### config.mk
export PLATFORM = sky130hd
export DESIGN_NAME = crc16_packet_framer
export DESIGN_NICKNAME = d
export VERILOG_FILES = /design/src/hdl/cpf_pkg.sv /design/src/hdl/cpf_byte_gen.sv /design/src/hdl/crc16_packet_framer.sv
export SDC_FILE = /design/constraint.sdc
export NUM_CORES = 1
export LEC_CHECK = 0
export BUFFER_PORTS_ARGS = -buffer_cell sky130_fd_sc_hd__buf_2
export CAP_MARGIN = 30
export CORE_MARGIN = 2
export CORE_UTILIZATION = 45
export DETAILED_ROUTE_END_ITERATION = 8
export PLACE_DENSITY = 0.65
export SYNTH_ARGS = -nofsm -noshare
export SYNTH_HDL_FRONTEND = slang
export SYNTH_HIERARCHICAL = 1
export SYNTH_SLANG_ARGS = --single-unit
### constraint.sdc
create_clock -name clk_i -period 10.9 [get_ports clk_i]
set_input_delay 2.725 -clock clk_i [delete_from_list [all_inputs] [get_ports clk_i]]
set_output_delay 2.725 -clock clk_i [all_outputs]
set_load 0.005 [all_outputs]
### src/hdl/cpf_pkg.sv
// Package for the CRC-16 packet framer.
// Holds the function and transfer-kind codes, the held item type and the CRC byte fold.
// No dependencies.
`timescale 1ns / 1ps

package cpf_pkg;

  localparam logic [15:0] CRC_POLY = 16'h1021;
  localparam logic [15:0] CRC_INIT = 16'hFFFF;

  localparam int unsigned HDR_BYTES = 7;
  localparam int unsigned IDX_W     = $clog2(HDR_BYTES);

  // Configuration register indexes
  localparam logic [0:0] CFG_SYNC_ONE = 1'b0;
  localparam logic [0:0] CFG_SYNC_TWO = 1'b1;

  typedef enum logic [1:0] {
    FUNC_START   = 2'd0,
    FUNC_PAYLOAD = 2'd1,
    FUNC_FINISH  = 2'd2,
    FUNC_RSVD    = 2'd3
  } func_e;

  typedef enum logic [1:0] {
    KIND_MESSAGE = 2'd0,
    KIND_ANON    = 2'd1,
    KIND_SERVICE = 2'd2,
    KIND_RSVD    = 2'd3
  } kind_e;

  typedef struct packed {
    func_e       func;
    kind_e       kind;
    logic [6:0]  source_node;
    logic [6:0]  dest_node;
    logic [15:0] type_id;
    logic [10:0] payload_length;
    logic [4:0]  priority_level;
    logic [7:0]  payload_byte;
  } item_t;

  typedef struct packed {
    logic last;       // final byte of the held item
    logic frame_end;  // high CRC byte
  } byte_ctl_t;

  // MSB-first CRC-16 update over one byte
  function automatic logic [15:0] crc_fold(input logic [15:0] crc, input logic [7:0] b);
    logic [15:0] c;
    c = crc ^ {b, 8'h00};
    for (int k = 0; k < 8; k++) begin
      if (c[15]) begin
        c = {c[14:0], 1'b0} ^ CRC_POLY;
      end else begin
        c = {c[14:0], 1'b0};
      end
    end
    return c;
  endfunction

endpackage

### src/hdl/cpf_byte_gen.sv
// Byte generator for the CRC-16 packet framer.
// Picks the frame byte for the held item and byte index, and computes the next CRC.
// Depends on cpf_pkg.
`timescale 1ns / 1ps

module cpf_byte_gen import cpf_pkg::*; (
  input  item_t            item_i,
  input  logic [IDX_W-1:0] idx_i,
  input  logic [15:0]      crc_i,
  input  logic [7:0]       sync_one_i,
  input  logic [7:0]       sync_two_i,
  output logic [7:0]       byte_o,
  output byte_ctl_t        ctl_o,
  output logic [15:0]      crc_o
);

  logic [7:0]  hdr_byte;
  logic [15:0] crc_base;

  // Header bytes by position and transfer kind
  always_comb begin
    hdr_byte = 8'h00;
    case (idx_i)
      3'd0: hdr_byte = sync_one_i;
      3'd1: hdr_byte = sync_two_i;
      3'd2: hdr_byte = {(item_i.kind == KIND_SERVICE), item_i.source_node};
      3'd3: begin
        case (item_i.kind)
          KIND_MESSAGE: hdr_byte = item_i.type_id[7:0];
          KIND_ANON:    hdr_byte = {6'b000000, item_i.type_id[1:0]};
          KIND_SERVICE: hdr_byte = {1'b1, item_i.dest_node};
          default:      hdr_byte = 8'h00;
        endcase
      end
      3'd4: begin
        case (item_i.kind)
          KIND_MESSAGE: hdr_byte = item_i.type_id[15:8];
          KIND_SERVICE: hdr_byte = item_i.type_id[7:0];
          default:      hdr_byte = 8'h00;
        endcase
      end
      3'd5: hdr_byte = {item_i.payload_length[10:8], item_i.priority_level};
      3'd6: hdr_byte = item_i.payload_length[7:0];
      default: hdr_byte = 8'h00;
    endcase
  end

  // Restart the CRC on the first header byte
  assign crc_base = (idx_i == '0) ? CRC_INIT : crc_i;

  always_comb begin
    byte_o = 8'h00;
    ctl_o  = '{last: 1'b1, frame_end: 1'b0};
    crc_o  = crc_i;
    case (item_i.func)
      FUNC_START: begin
        byte_o         = hdr_byte;
        ctl_o.last     = (idx_i == IDX_W'(HDR_BYTES - 1));
        crc_o          = crc_fold(crc_base, hdr_byte);
      end
      FUNC_PAYLOAD: begin
        byte_o = item_i.payload_byte;
        crc_o  = crc_fold(crc_i, item_i.payload_byte);
      end
      FUNC_FINISH: begin
        if (idx_i == '0) begin
          byte_o     = crc_i[7:0];
          ctl_o.last = 1'b0;
        end else begin
          byte_o          = crc_i[15:8];
          ctl_o.frame_end = 1'b1;
          crc_o           = CRC_INIT;
        end
      end
      default: begin
        byte_o = 8'h00;
      end
    endcase
  end

endmodule

### src/hdl/crc16_packet_framer.sv
// Top level of the CRC-16 packet framer.
// Item slot, byte sequencer, CRC register and output register; uses cpf_pkg and cpf_byte_gen.
//
//   channel  | dir | handshake               | payload
//   ---------+-----+-------------------------+-------------------------------------------
//   in       | in  | in_valid_i / in_stall_o | func_i .. payload_byte_i (one command item)
//   out      | out | out_valid_o/ out_stall_i| out_byte_o, frame_end_o (one frame byte)
//   cfg      | in  | cfg_we_i                | cfg_idx_i, cfg_data_i (sync bytes)
//
// Output: one byte per cycle while the output is not stalled; a payload item makes one byte,
//   a finish item two and a start item seven; payload items stream back to back.
// Dropped items (unknown function, unknown transfer kind on start) are accepted but
//   never occupy the item slot.
// Reset: CRC at 0xFFFF, both sync bytes at zero, item slot and output register empty.
// Stalls: a stalled output byte holds in the output register, the held item waits in its
//   slot, and the input stalls until the item's last byte moves into the output register.
`timescale 1ns / 1ps

module crc16_packet_framer import cpf_pkg::*; (
  input  logic        clk_i,
  input  logic        rst_ni,

  input  logic        cfg_we_i,
  input  logic [0:0]  cfg_idx_i,
  input  logic [7:0]  cfg_data_i,

  input  logic        in_valid_i,
  output logic        in_stall_o,
  input  logic [1:0]  func_i,
  input  logic [1:0]  transfer_kind_i,
  input  logic [6:0]  source_node_i,
  input  logic [6:0]  dest_node_i,
  input  logic [15:0] type_id_i,
  input  logic [10:0] payload_length_i,
  input  logic [4:0]  priority_level_i,
  input  logic [7:0]  payload_byte_i,

  output logic        out_valid_o,
  input  logic        out_stall_i,
  output logic [7:0]  out_byte_o,
  output logic        frame_end_o
);

  logic [7:0]       sync_one_q, sync_two_q;
  logic [15:0]      crc_q;
  item_t            item_q;
  logic             hold_valid_q, hold_valid_d;
  logic [IDX_W-1:0] idx_q, idx_d;
  logic             out_valid_q;
  logic [7:0]       out_byte_q;
  logic             frame_end_q;

  logic [7:0]       gen_byte;
  byte_ctl_t        gen_ctl;
  logic [15:0]      gen_crc;

  logic             out_ready, emit, item_done, in_acc, keep_item;
  func_e            in_func;
  kind_e            in_kind;

  // Take a sync byte write at every edge with the write enable high
  always_ff @(posedge clk_i or negedge rst_ni) begin
    if (!rst_ni) begin
      sync_one_q <= 8'h00;
      sync_two_q <= 8'h00;
    end else if (cfg_we_i) begin
      case (cfg_idx_i)
        CFG_SYNC_ONE: sync_one_q <= cfg_data_i;
        CFG_SYNC_TWO: sync_two_q <= cfg_data_i;
        default: ;
      endcase
    end
  end

  assign in_func = func_e'(func_i);
  assign in_kind = kind_e'(transfer_kind_i);

  // Output register frees when empty or when its byte is taken
  assign out_ready = !out_valid_q || !out_stall_i;
  assign emit      = hold_valid_q && out_ready;
  assign item_done = emit && gen_ctl.last;

  assign in_stall_o = hold_valid_q && !item_done;
  assign in_acc     = in_valid_i && !in_stall_o;

  // Drop items that produce no bytes right at the input
  assign keep_item = (in_func != FUNC_RSVD) &&
                     !((in_func == FUNC_START) && (in_kind == KIND_RSVD));

  always_comb begin
    hold_valid_d = hold_valid_q;
    if (in_acc) begin
      hold_valid_d = keep_item;
    end else if (item_done) begin
      hold_valid_d = 1'b0;
    end
  end

  // Advance through the bytes of the held item, rewind on its last one
  always_comb begin
    idx_d = idx_q;
    if (item_done || !hold_valid_q) begin
      idx_d = '0;
    end else if (emit) begin
      idx_d = idx_q + 1'b1;
    end
  end

  cpf_byte_gen u_byte_gen (
    .item_i     (item_q),
    .idx_i      (idx_q),
    .crc_i      (crc_q),
    .sync_one_i (sync_one_q),
    .sync_two_i (sync_two_q),
    .byte_o     (gen_byte),
    .ctl_o      (gen_ctl),
    .crc_o      (gen_crc)
  );

  always_ff @(posedge clk_i or negedge rst_ni) begin
    if (!rst_ni) begin
      hold_valid_q <= 1'b0;
      idx_q        <= '0;
      crc_q        <= CRC_INIT;
      out_valid_q  <= 1'b0;
    end else begin
      hold_valid_q <= hold_valid_d;
      idx_q        <= idx_d;
      if (emit) begin
        crc_q <= gen_crc;
      end
      if (out_ready) begin
        out_valid_q <= emit;
      end
    end
  end

  // Item payload and output byte registers
  always_ff @(posedge clk_i) begin
    if (in_acc) begin
      item_q.func           <= in_func;
      item_q.kind           <= in_kind;
      item_q.source_node    <= source_node_i;
      item_q.dest_node      <= dest_node_i;
      item_q.type_id        <= type_id_i;
      item_q.payload_length <= payload_length_i;
      item_q.priority_level <= priority_level_i;
      item_q.payload_byte   <= payload_byte_i;
    end
    if (emit) begin
      out_byte_q  <= gen_byte;
      frame_end_q <= gen_ctl.frame_end;
    end
  end

  assign out_valid_o = out_valid_q;
  assign out_byte_o  = out_byte_q;
  assign frame_end_o = frame_end_q;

  // An empty slot always sits at the first byte
  a_idle_idx: assert property (@(posedge clk_i) disable iff (!rst_ni)
    !hold_valid_q |-> (idx_q == '0))
    else $error("byte index off zero with empty item slot");

  // The byte index never runs past the header
  a_idx_range: assert property (@(posedge clk_i) disable iff (!rst_ni)
    hold_valid_q |-> (idx_q <= IDX_W'(HDR_BYTES - 1)))
    else $error("byte index beyond header length");

  // A kept item begins at its first byte
  a_start_load: assert property (@(posedge clk_i) disable iff (!rst_ni)
    (in_acc && keep_item) |=> (hold_valid_q && (idx_q == '0)))
    else $error("accepted item not loaded at first byte");

  // The high CRC byte restarts the CRC
  a_crc_restart: assert property (@(posedge clk_i) disable iff (!rst_ni)
    (emit && gen_ctl.frame_end) |=> (crc_q == CRC_INIT))
    else $error("CRC not restarted after frame end");

endmodule

==> results of run 1 <==
-- registers in the layout, indices dropped and copies added (netlist names) --
register      cells
out_byte_o        8
sync_two_q        8
out_valid_o       1
hold_valid_q      1
item_q           58
crc_q            16
idx_q             3
frame_end_o       1
sync_one_q        8
-- how the worst min path moves through the flow --
stage | endpoint | slack, ps | cells after the start
floorplan | sync_one_q[2] | 470 | 1
global placement | sync_two_q[1] | 480 | 1
detailed placement | sync_two_q[4] | 490 | 1
CTS | sync_two_q[4] | 510 | 1
global route | sync_two_q[6] | 520 | 1
finish | sync_one_q[0] | 510 | 1
-- critical path, stage by stage --
cell and delay [ps]:
buf_2 90, nand2_2 60, a21boi_0 480, buf_2 210
-- layout make-up --
cell class	count	share of cell area
flip-flops and latches	104	0.462
inverters	3	0.00176
repair buffers	87	0.0719
well taps	168	0.0328
clock buffers	11	0.0379
clock inverters	5	0.00977
multi-input cells	304	0.384
-- cells in the final DEF, fill, tap and decap left out, drive strengths merged, types with 4 or more instances in the layout --
cell | Yosys | layout
mux2i | 18 | 18
nor2b | 6 | 6
dfrtp | 21 | 21
mux2 | 49 | 49
o21a | 4 | 4
dfstp | 16 | 16
nand2 | 23 | 23
inv | 3 | 5
edfxtp | 67 | 67
o21ai | 20 | 20
o21bai | 6 | 6
nor2 | 29 | 29
nor3 | 4 | 4
xor2 | 14 | 14
o221a | 5 | 5
a22oi | 11 | 11
o211ai | 6 | 6
o22ai | 9 | 9
and2 | 4 | 4
buf | 13 | 87
a221oi | 4 | 4
xnor2 | 40 | 40
a21oi | 14 | 14
nor3b | 4 | 4
clkbuf | 15 | 11
-- stage by stage --
stage | utilization | area, um^2
3_5_place_dp | 0.504 | 6080
4_1_cts | 0.529 | 6380
3_3_place_gp | 0.504 | 6080
2_1_floorplan | - | 5590
6_report | 0.531 | 6400
5_1_grt | 0.531 | 6400
-- power by group --
group          switching (uW)  internal [uW]  total, uW  leakage (uW)
registers                89.6            525        615       0.00105
logic                     302            331        632       0.00126
clock network             145            187        331      0.000148
total                     536           1040       1580       0.00246
-- routing by layer --
metal,track usage,vias to the layer above
li1,-,1767
met1,0.240,1752
met2,0.320,105
met3,0.0544,11
met4,0.0426,0
met5,0,-
-- cells in the mapped netlist, types with 9 or more instances --
| cell type | instances | area [um^2] |
|---|---|---|
| edfxtp_1 | 67 | 2010 |
| mux2_2 | 39 | 439 |
| xnor2_1 | 37 | 324 |
| nor2_1 | 29 | 109 |
| nand2_1 | 22 | 82.6 |
| dfrtp_1 | 21 | 526 |
| o21ai_0 | 20 | 100 |
| mux2i_1 | 18 | 180 |
| dfstp_2 | 16 | 420 |
| clkbuf_1 | 15 | 56.3 |
| a21oi_1 | 14 | 70.1 |
| xor2_1 | 14 | 123 |
| mux2_4 | 10 | 150 |
| a22oi_1 | 9 | 67.6 |
| o22ai_1 | 9 | 56.3 |
-- cells by family (layout without fill, tap and decap cells) --
family,Yosys count,after routing,share of synthesized area
xor+xnor,54,54,0.0887
simple gates,85,85,0.0824
mux,67,67,0.138
fa+ha+maj,1,1,0.00224
flops,104,104,0.529
buf+inv,31,106,0.0322
compound gates,97,97,0.128
==> flow_summary.toml, run 1 <==
[clocking]
cts.htree.levels = 3
cts_setup_buffers = 0
path_clk_slew_ps = 70
cts_buffer_depth = 2
clk_latency_ps = 350
ctsHoldBuffers = 0
cts-root-buf = "clkbuf_16"
cts_sinks = 104
cts_tree = "built"
ctsResizeCount = 0
numCtsBuffers = 9

[cells_and_area]
fillers = 1023
finalNonFillerCells = 682
insertedDiodeCount = 0
drive_gt1_frac = 0.374
ff_latch_area_um2 = 2960
multi_input_area_um2 = 2460
fin_nets = 582
area_delta_synth_final_pct = 14.6

[run]
maxCapViolations = 0

[placed_design]
place_inst = 665
place_ws_ps = 4600
dpl.hpwl_um = 8030
port_buffers = 82
gp_congestion = 0.809

[global_routing]
grt_start_max_net_pins = 59
grt_pass1_vias = 3660
grt.overflow.total = 0
grt_pass1_wl_um = 19100
antenna_found_initial = 0
grtUsageTotal = 0.188

[sta]
post-route-period-util = 0.578
drv_slew = 0
rsz0062_at_grt = "no"
fin_crit_ps = 6300
setup_tns_ps = 0
setup_ws_ps = 4600
relSlewSlack = 0.419
holdWs_ps = 512
fmax_mhz = 159
worst_slew_pin_slew_ps = 871
hold_viol_final = 0
setup_violations = 0
skew_ps = 8.43

[setup_path]
start_kind = "input pin"
critPathCaptureType = "primary output"
arrival_ps = 3570
crit_type = "input pin to primary output"
worstPathRequired_ps = 8180
r2r_start = "idx_q[1]"
crit_start = "out_stall_i"
ff2ff_setup_slack_ps = 7570
r2r_cells = 6
crit_fanout = 4
cp-endpoint = "in_stall_o"
r2r_end = "item_q[12]"

[power_and_ir_drop]
power_uw = 1580
p_leak_uw = 0.00246
p_per_area_nw_per_um2 = 247
max-vdd-ir-drop_mv = 0.149

[route]
vias_per_cell = 5.33
drt-met1-wl_um = 5180
routedWlPerCell_um = 17.4
top_layer_used = "met4"
antenna_left = 0
wl_met3_um = 605
first_pass_iters = 4
drc = 0
wirelength_um = 11900
wl_met2_um = 5970
drtIter0Drc = 198
via_count = 3635

[yosys]
ys.flop_type = "edfxtp_1"
synth.net_count = 512
syn_inst = 439
synth_seq_cells = 104
ys_warn_count = 6
synth.distinct_cells = 63
async_flop_share = 0.356
ys_seq_area_frac = 0.529
syn_avg_cell_area_um2 = 12.7
synth_enable_flop_cells = 67
synthesis.area_um2 = 5590

[floorplanning]
io_pins = 83
die_h_um = 115
std_cell_rows = 40
core_um2 = 12100
fp.dieW_um = 115
dieArea_um2 = 13300
start_util = 0.463

[hold_path]
hold_path_class = "flip-flop to flip-flop"
min_from = "sync_one_q[0]"

[status]
status = "finished clean"
Power figures use the tool's default switching activity.
==> run 2: changes to the inputs <==
--- a/config.mk
+++ b/config.mk
@@ -10,7 +10,7 @@
 export CORE_MARGIN = 2
 export CORE_UTILIZATION = 45
 export DETAILED_ROUTE_END_ITERATION = 8
-export PLACE_DENSITY = 0.65
+export PLACE_DENSITY = 0.68
 export SYNTH_ARGS = -nofsm -noshare
 export SYNTH_HDL_FRONTEND = slang
 export SYNTH_HIERARCHICAL = 1
==> constraint.sdc (replaced) <==
create_clock -name clk_i -period 5.7 [get_ports clk_i]
set_input_delay 1.425 -clock clk_i [delete_from_list [all_inputs] [get_ports clk_i]]
set_output_delay 1.425 -clock clk_i [all_outputs]
set_load 0.005 [all_outputs]
==> run 2 against run 1 <==
Core utilization decreased by 0.062 points. Largest cell class unchanged. Critical endpoint unchanged. Critical path type is now flip-flop to primary output. Sequential power increased by 92%. Clock skew decreased by 0.69 ps.
==> flow_summary.toml, run 2 (synthesis gave the netlist of run 1 again) <==
[sta]
post-route-period-util = 0.719
relSlewSlack = 0.376
worst_slew_pin_slew_ps = 933
drv_slew = 0
hold_viol_final = 0
skew_ps = 7.74
fmax_mhz = 244
fin_crit_ps = 4100
rsz0062_at_grt = "no"
setup_violations = 0
setup_ws_ps = 1600
setup_tns_ps = 0

[setup_path]
crit_chain = "nor2b_1 -> o21ai_0 -> nand2_1 -> a21boi_0 -> buf_2"
r2r_cells = 6
worstPathRequired_ps = 4280
ff2ff_setup_slack_ps = 2460
start_kind = "flip-flop"
crit_slowest_cell = "dfrtp_1"
crit_type = "flip-flop to primary output"
arrival_ps = 2670
r2r_start = "idx_q[1]"
r2r_end = "item_q[5]"
crit_fanout = 22
critPathMaxStageDelay_ps = 890
critPathCaptureType = "primary output"

[route]
antenna_left = 0
vias_per_cell = 5.40
wirelength_um = 12100
routedWlPerCell_um = 17.7
drc = 0
drtIter0Drc = 226
via_count = 3688
first_pass_iters = 4

[run]
maxCapViolations = 0

[global_routing]
grt_pass1_wl_um = 19300
antenna_found_initial = 0
grtUsageTotal = 0.190
grt.overflow.total = 0
grt_pass1_vias = 3764
grt_start_max_net_pins = 59

[hold_path]
hold_depth = 1
min_from = "sync_one_q[2]"
whs_endpoint = "sync_one_q[2]"
hold_path_class = "flip-flop to flip-flop"

[cells_and_area]
mostFrequentLayoutCells = "buf_2, edfxtp_1, mux2_2"
ff_latch_area_um2 = 2960
fin_nets = 583
largest_reg_flops = 58
drive_gt1_frac = 0.375
fillers = 1045
final_common_cell = "buf_2"
area_delta_synth_final_pct = 14.4
reg_top3 = "item_q: 58 flops, crc_q: 16 flops"
multi_input_area_um2 = 2460
largest-register = "item_q"
insertedDiodeCount = 0

[placed_design]
place_ws_ps = 1940
port_buffers = 82
gp_congestion = 0.833
dpl.hpwl_um = 8230

[floorplanning]
start_util = 0.463
die_h_um = 115
dieArea_um2 = 13300
io_pins = 83
fp.dieW_um = 115
core_um2 = 12100
std_cell_rows = 40

[clocking]
cts_setup_buffers = 0
cts-root-buf = "clkbuf_16"
cts_buffer_depth = 2
clk_latency_ps = 350
cts_sinks = 104
cts.htree.levels = 3
cts_tree = "built"
numCtsBuffers = 9
path_clk_slew_ps = 70
ctsResizeCount = 0
ctsHoldBuffers = 0

[status]
status = "finished clean"

[power_and_ir_drop]
p_leak_uw = 0.00246
p_per_area_nw_per_um2 = 468
power_uw = 2990
max-vdd-ir-drop_mv = 0.291
[run 2: worst max path at each step]
stage	start	to	slack (ps)	depth (start not counted)
6_report	idx_q[0]	in_stall_o	1600	5
3_3_place_gp	idx_q[0]	in_stall_o	2000	5
3_5_place_dp	idx_q[0]	in_stall_o	1940	5
5_1_grt	idx_q[0]	in_stall_o	1310	5
4_1_cts	idx_q[0]	in_stall_o	1570	5
2_1_floorplan	out_stall_i	item_q[0]	970	3
[run 2: area by class of cell]
cell class | count | share of cell area
Clock buffer | 9 | 0.0352
Clock inverter | 7 | 0.0102
Inverter | 3 | 0.00176
Multi-Input combinational cell | 304 | 0.384
Sequential cell | 104 | 0.462
Tap cell | 168 | 0.0329
Timing Repair Buffer | 88 | 0.0732
[run 2: through the flow]
step           area (um^2)  utilization  hold WS (ps)  instances
3_5_place_dp          6090        0.505           493        666
5_1_grt               6400        0.530           523        683
3_3_place_gp          6090        0.505           484        666
6_report              6400        0.530           508        683
4_1_cts               6380        0.529           509        682
2_1_floorplan         5590            -           473        439
[run 2: power by group]
| part | total (uW) | switching, uW | leakage [uW] | internal [uW] |
|---|---|---|---|---|
| clock | 601 | 295 | 0.000139 | 306 |
| combinational | 1220 | 581 | 0.00126 | 634 |
| sequential | 1180 | 170 | 0.00105 | 1000 |
[run 2: layer usage]
metal / routed length [um] / vias to the layer above / track usage / share of wire
li1: - / 1766 / - / -
met1: 5330 / 1784 / 0.248 / 0.44
met2: 6010 / 123 / 0.315 / 0.50
met3: 581 / 15 / 0.0429 / 0.048
met4: 167 / 0 / 0.0667 / 0.014
met5: 0 / - / 0 / 0
[run 2: critical path: cells and delay by family, from the launching register on]
family | cells | cell delay [ps]
AO/OA/AOI/OAI | 2 | 700
buffers and inverters | 1 | 210
flip-flops | 1 | 890
AND/OR/NAND/NOR | 2 | 520
==> run 3: changes to the inputs <==
--- a/config.mk
+++ b/config.mk
@@ -5,12 +5,13 @@
 export SDC_FILE = /design/constraint.sdc
 export NUM_CORES = 1
 export LEC_CHECK = 0
+export ABC_AREA = 1
 export BUFFER_PORTS_ARGS = -buffer_cell sky130_fd_sc_hd__buf_2
 export CAP_MARGIN = 30
 export CORE_MARGIN = 2
 export CORE_UTILIZATION = 45
 export DETAILED_ROUTE_END_ITERATION = 8
-export PLACE_DENSITY = 0.68
+export PLACE_DENSITY = 0.65
 export SYNTH_ARGS = -nofsm -noshare
 export SYNTH_HDL_FRONTEND = slang
 export SYNTH_HIERARCHICAL = 1
==> constraint.sdc (replaced) <==
create_clock -name clk_i -period 3.86 [get_ports clk_i]
set_input_delay 0.965 -clock clk_i [delete_from_list [all_inputs] [get_ports clk_i]]
set_output_delay 0.965 -clock clk_i [all_outputs]
set_load 0.005 [all_outputs]
==> run 3 against run 2 <==
Clock skew grew 4.9 ps. Cell count up 37%. Combinational power increased by 18%. Largest cell class unchanged.
==> flow_summary.toml, run 3 <==
[status]
status = "finished clean"

[setup_path]
start_kind = "flip-flop"
cp-endpoint = "in_stall_o"
r2r_cells = 9
cp.depth = 8
critPathCaptureType = "primary output"
arrival_ps = 2640
worstPathRequired_ps = 2890
critPathTopFamily = "buffers and inverters"
ff2ff_setup_slack_ps = 1010
r2r_start = "idx_q[0]"
crit_type = "flip-flop to primary output"
r2r_end = "item_q[50]"
crit_chain = "nor2_2 -> nand2_4 -> inv_2 -> nor3_1 -> a211oi_1 -> inv_1 -> a21oi_4 -> buf_2"
crit_slowest_cell = "dfrtp_1"
crit_start = "idx_q[0]"
critPathMaxStageDelay_ps = 580
crit_fanout = 23
worst-path-buf-inv = 3

[route]
vias_per_cell = 5.12
antenna_left = 0
via_count = 4795
first_pass_iters = 5
wirelength_um = 13900
drtIter0Drc = 380
drc = 0
routedWlPerCell_um = 14.9

[yosys]
yosys.area_share.adder = 0.00218
synth_xor_area_frac = 0.0214
synth.area.mux_share = 0
ys.flop_type = "edfxtp_1"
synth_top_family_by_area = "simple AND/OR/NAND/NOR gates"
synthMostInstantiatedCell = "nand2_1"
ys_seq_area_frac = 0.516
synth_compound_area_frac = 0.0672
synthesis.area_um2 = 5740
synth.distinct_cells = 38
synth.net_count = 758
synth_enable_flop_cells = 67
synth_seq_cells = 104
syn_inst = 685
synth_top_cell_by_area = "edfxtp_1"
synth_top_area_frac = 0.351
ys_warn_count = 6
syn_avg_cell_area_um2 = 8.37
async_flop_share = 0.356
yosys-top-cells-count = "nand2_1, nand3_1, edfxtp_1"
yosys.area_share.simple = 0.320
ys_top_cells_by_area = "edfxtp_1, nand2_1, dfrtp_1, dfstp_2, nand3_1"

[power_and_ir_drop]
p_per_area_nw_per_um2 = 615
seq_power_share = 0.413
internal_power_uw = 2470
p_sw_uw = 1550
max-vdd-ir-drop_mv = 0.312
p_leak_uw = 0.00296
clockPowerShare = 0.229
p_comb_frac = 0.359
sw_frac_of_total = 0.386

[floorplanning]
std_cell_rows = 41
core_um2 = 12500
start_util = 0.458
dieArea_um2 = 13700
io_pins = 83
die_h_um = 117
fp.dieW_um = 117

[clocking]
ctsHoldBuffers = 0
numCtsBuffers = 9
clk_latency_ps = 360
cts_setup_buffers = 0
cts-root-buf = "clkbuf_16"
cts.htree.levels = 3
cts_tree = "built"
cts_sinks = 104
ctsResizeCount = 0
cts_buffer_depth = 2
path_clk_slew_ps = 70

[cells_and_area]
fin_nets = 833
final_common_cell = "nand2_1"
largest-register = "item_q"
drive_gt1_frac = 0.216
reg_top3 = "item_q: 58 flops, crc_q: 16 flops"
mostFrequentLayoutCells = "nand2_1, buf_2, nand3_1"
fillers = 1225
insertedDiodeCount = 0
area_delta_synth_final_pct = 14.0
final_util = 0.522
largest_reg_flops = 58
finalNonFillerCells = 937
fin_area_um2 = 6540

[global_routing]
grt_pass1_wl_um = 22600
grt_start_max_net_pins = 49
antenna_found_initial = 0
grtUsageTotal = 0.218
grt_pass1_vias = 4577
grt.overflow.total = 0

[run]
maxCapViolations = 0

[sta]
setup_tns_ps = 0
drv_slew = 0
rsz0062_at_grt = "no"
skew_ps = 12.7
post-route-period-util = 0.933
fmax_mhz = 278
fin_crit_ps = 3600
setup_violations = 0
hold_viol_final = 0
worst_slew_pin_slew_ps = 1030
relSlewSlack = 0.310

[placed_design]
port_buffers = 82
place_inst = 921
dpl.hpwl_um = 10100
gp_congestion = 0.890
placed_area_um2 = 6250

[hold_path]
hold_path_class = "flip-flop to flip-flop"
[run 3: cell types whose count changed after synthesis, moves of 12 or more]
cell,before,now
nand2_2,1,16
xor2_1,14,2
mux2i_1,18,0
nand4_1,0,19
xnor2_1,37,12
mux2_2,39,0
inv_1,2,56
nand3_1,3,76
o21ai_0,20,43
nand2_1,22,242
[run 3: layer usage]
metal  track usage  routed length, um
met1         0.284               6200
met2         0.365               6740
met3        0.0463                737
met4        0.0745                257
met5             0                  0
[run 3: stage by stage]
| step | hold WS (ps) | total power, uW | setup slack (ps) |
|---|---|---|---|
| 2_1_floorplan | 453 | 2740 | 580 |
| 3_3_place_gp | 474 | 3060 | 744 |
| 3_5_place_dp | 482 | 3100 | 665 |
| 4_1_cts | 498 | 4030 | 260 |
| 5_1_grt | 517 | 4310 | 145 |
| 6_report | 496 | 4020 | 257 |
[run 3: final cells by class]
class | count | area (um^2) | share of cell area
clock buffers | 10 | 229 | 0.0350
clock inverters | 6 | 65.1 | 0.00995
repair buffers | 85 | 445 | 0.0681
well taps | 172 | 215 | 0.0329
inverters | 69 | 264 | 0.0404
flip-flops and latches | 104 | 2960 | 0.452
multi-input cells | 491 | 2360 | 0.361
[run 3: kinds of logic after synthesis]
family,Yosys count
and+or+nand+nor,411
DFF,104
buffers and inverters,90
AOI/OAI and AO/OA,65
xor gates and xnor gates,14
adders and majority gates,1
[run 3: worst min-delay path, cell delays in order (launching register included)]
cell and delay (ps):
dfrtp_1 350, nand2_1 50, o21ai_0 60
[run 3: worst min path at each step]
stage,to,depth (start not counted),slack [ps],start
finish,sync_two_q[1],2,500,sync_two_q[1]
global placement,sync_two_q[1],2,470,sync_two_q[1]
CTS,crc_q[1],2,500,crc_q[1]
detailed placement,sync_two_q[1],2,480,sync_two_q[1]
floorplan,sync_one_q[2],2,450,sync_one_q[2]
global route,sync_two_q[1],2,520,sync_two_q[1]
[run 3: power groups by stage]
stage | registers (uW) | clock network, uW | logic, uW
final | 1660 | 921 | 1440
after CTS | 1660 | 944 | 1430
after global routing | 1690 | 988 | 1630
after floorplan | 1610 | 0 | 1130
after detailed placement | 1680 | 0 | 1420
after global placement | 1680 | 0 | 1380
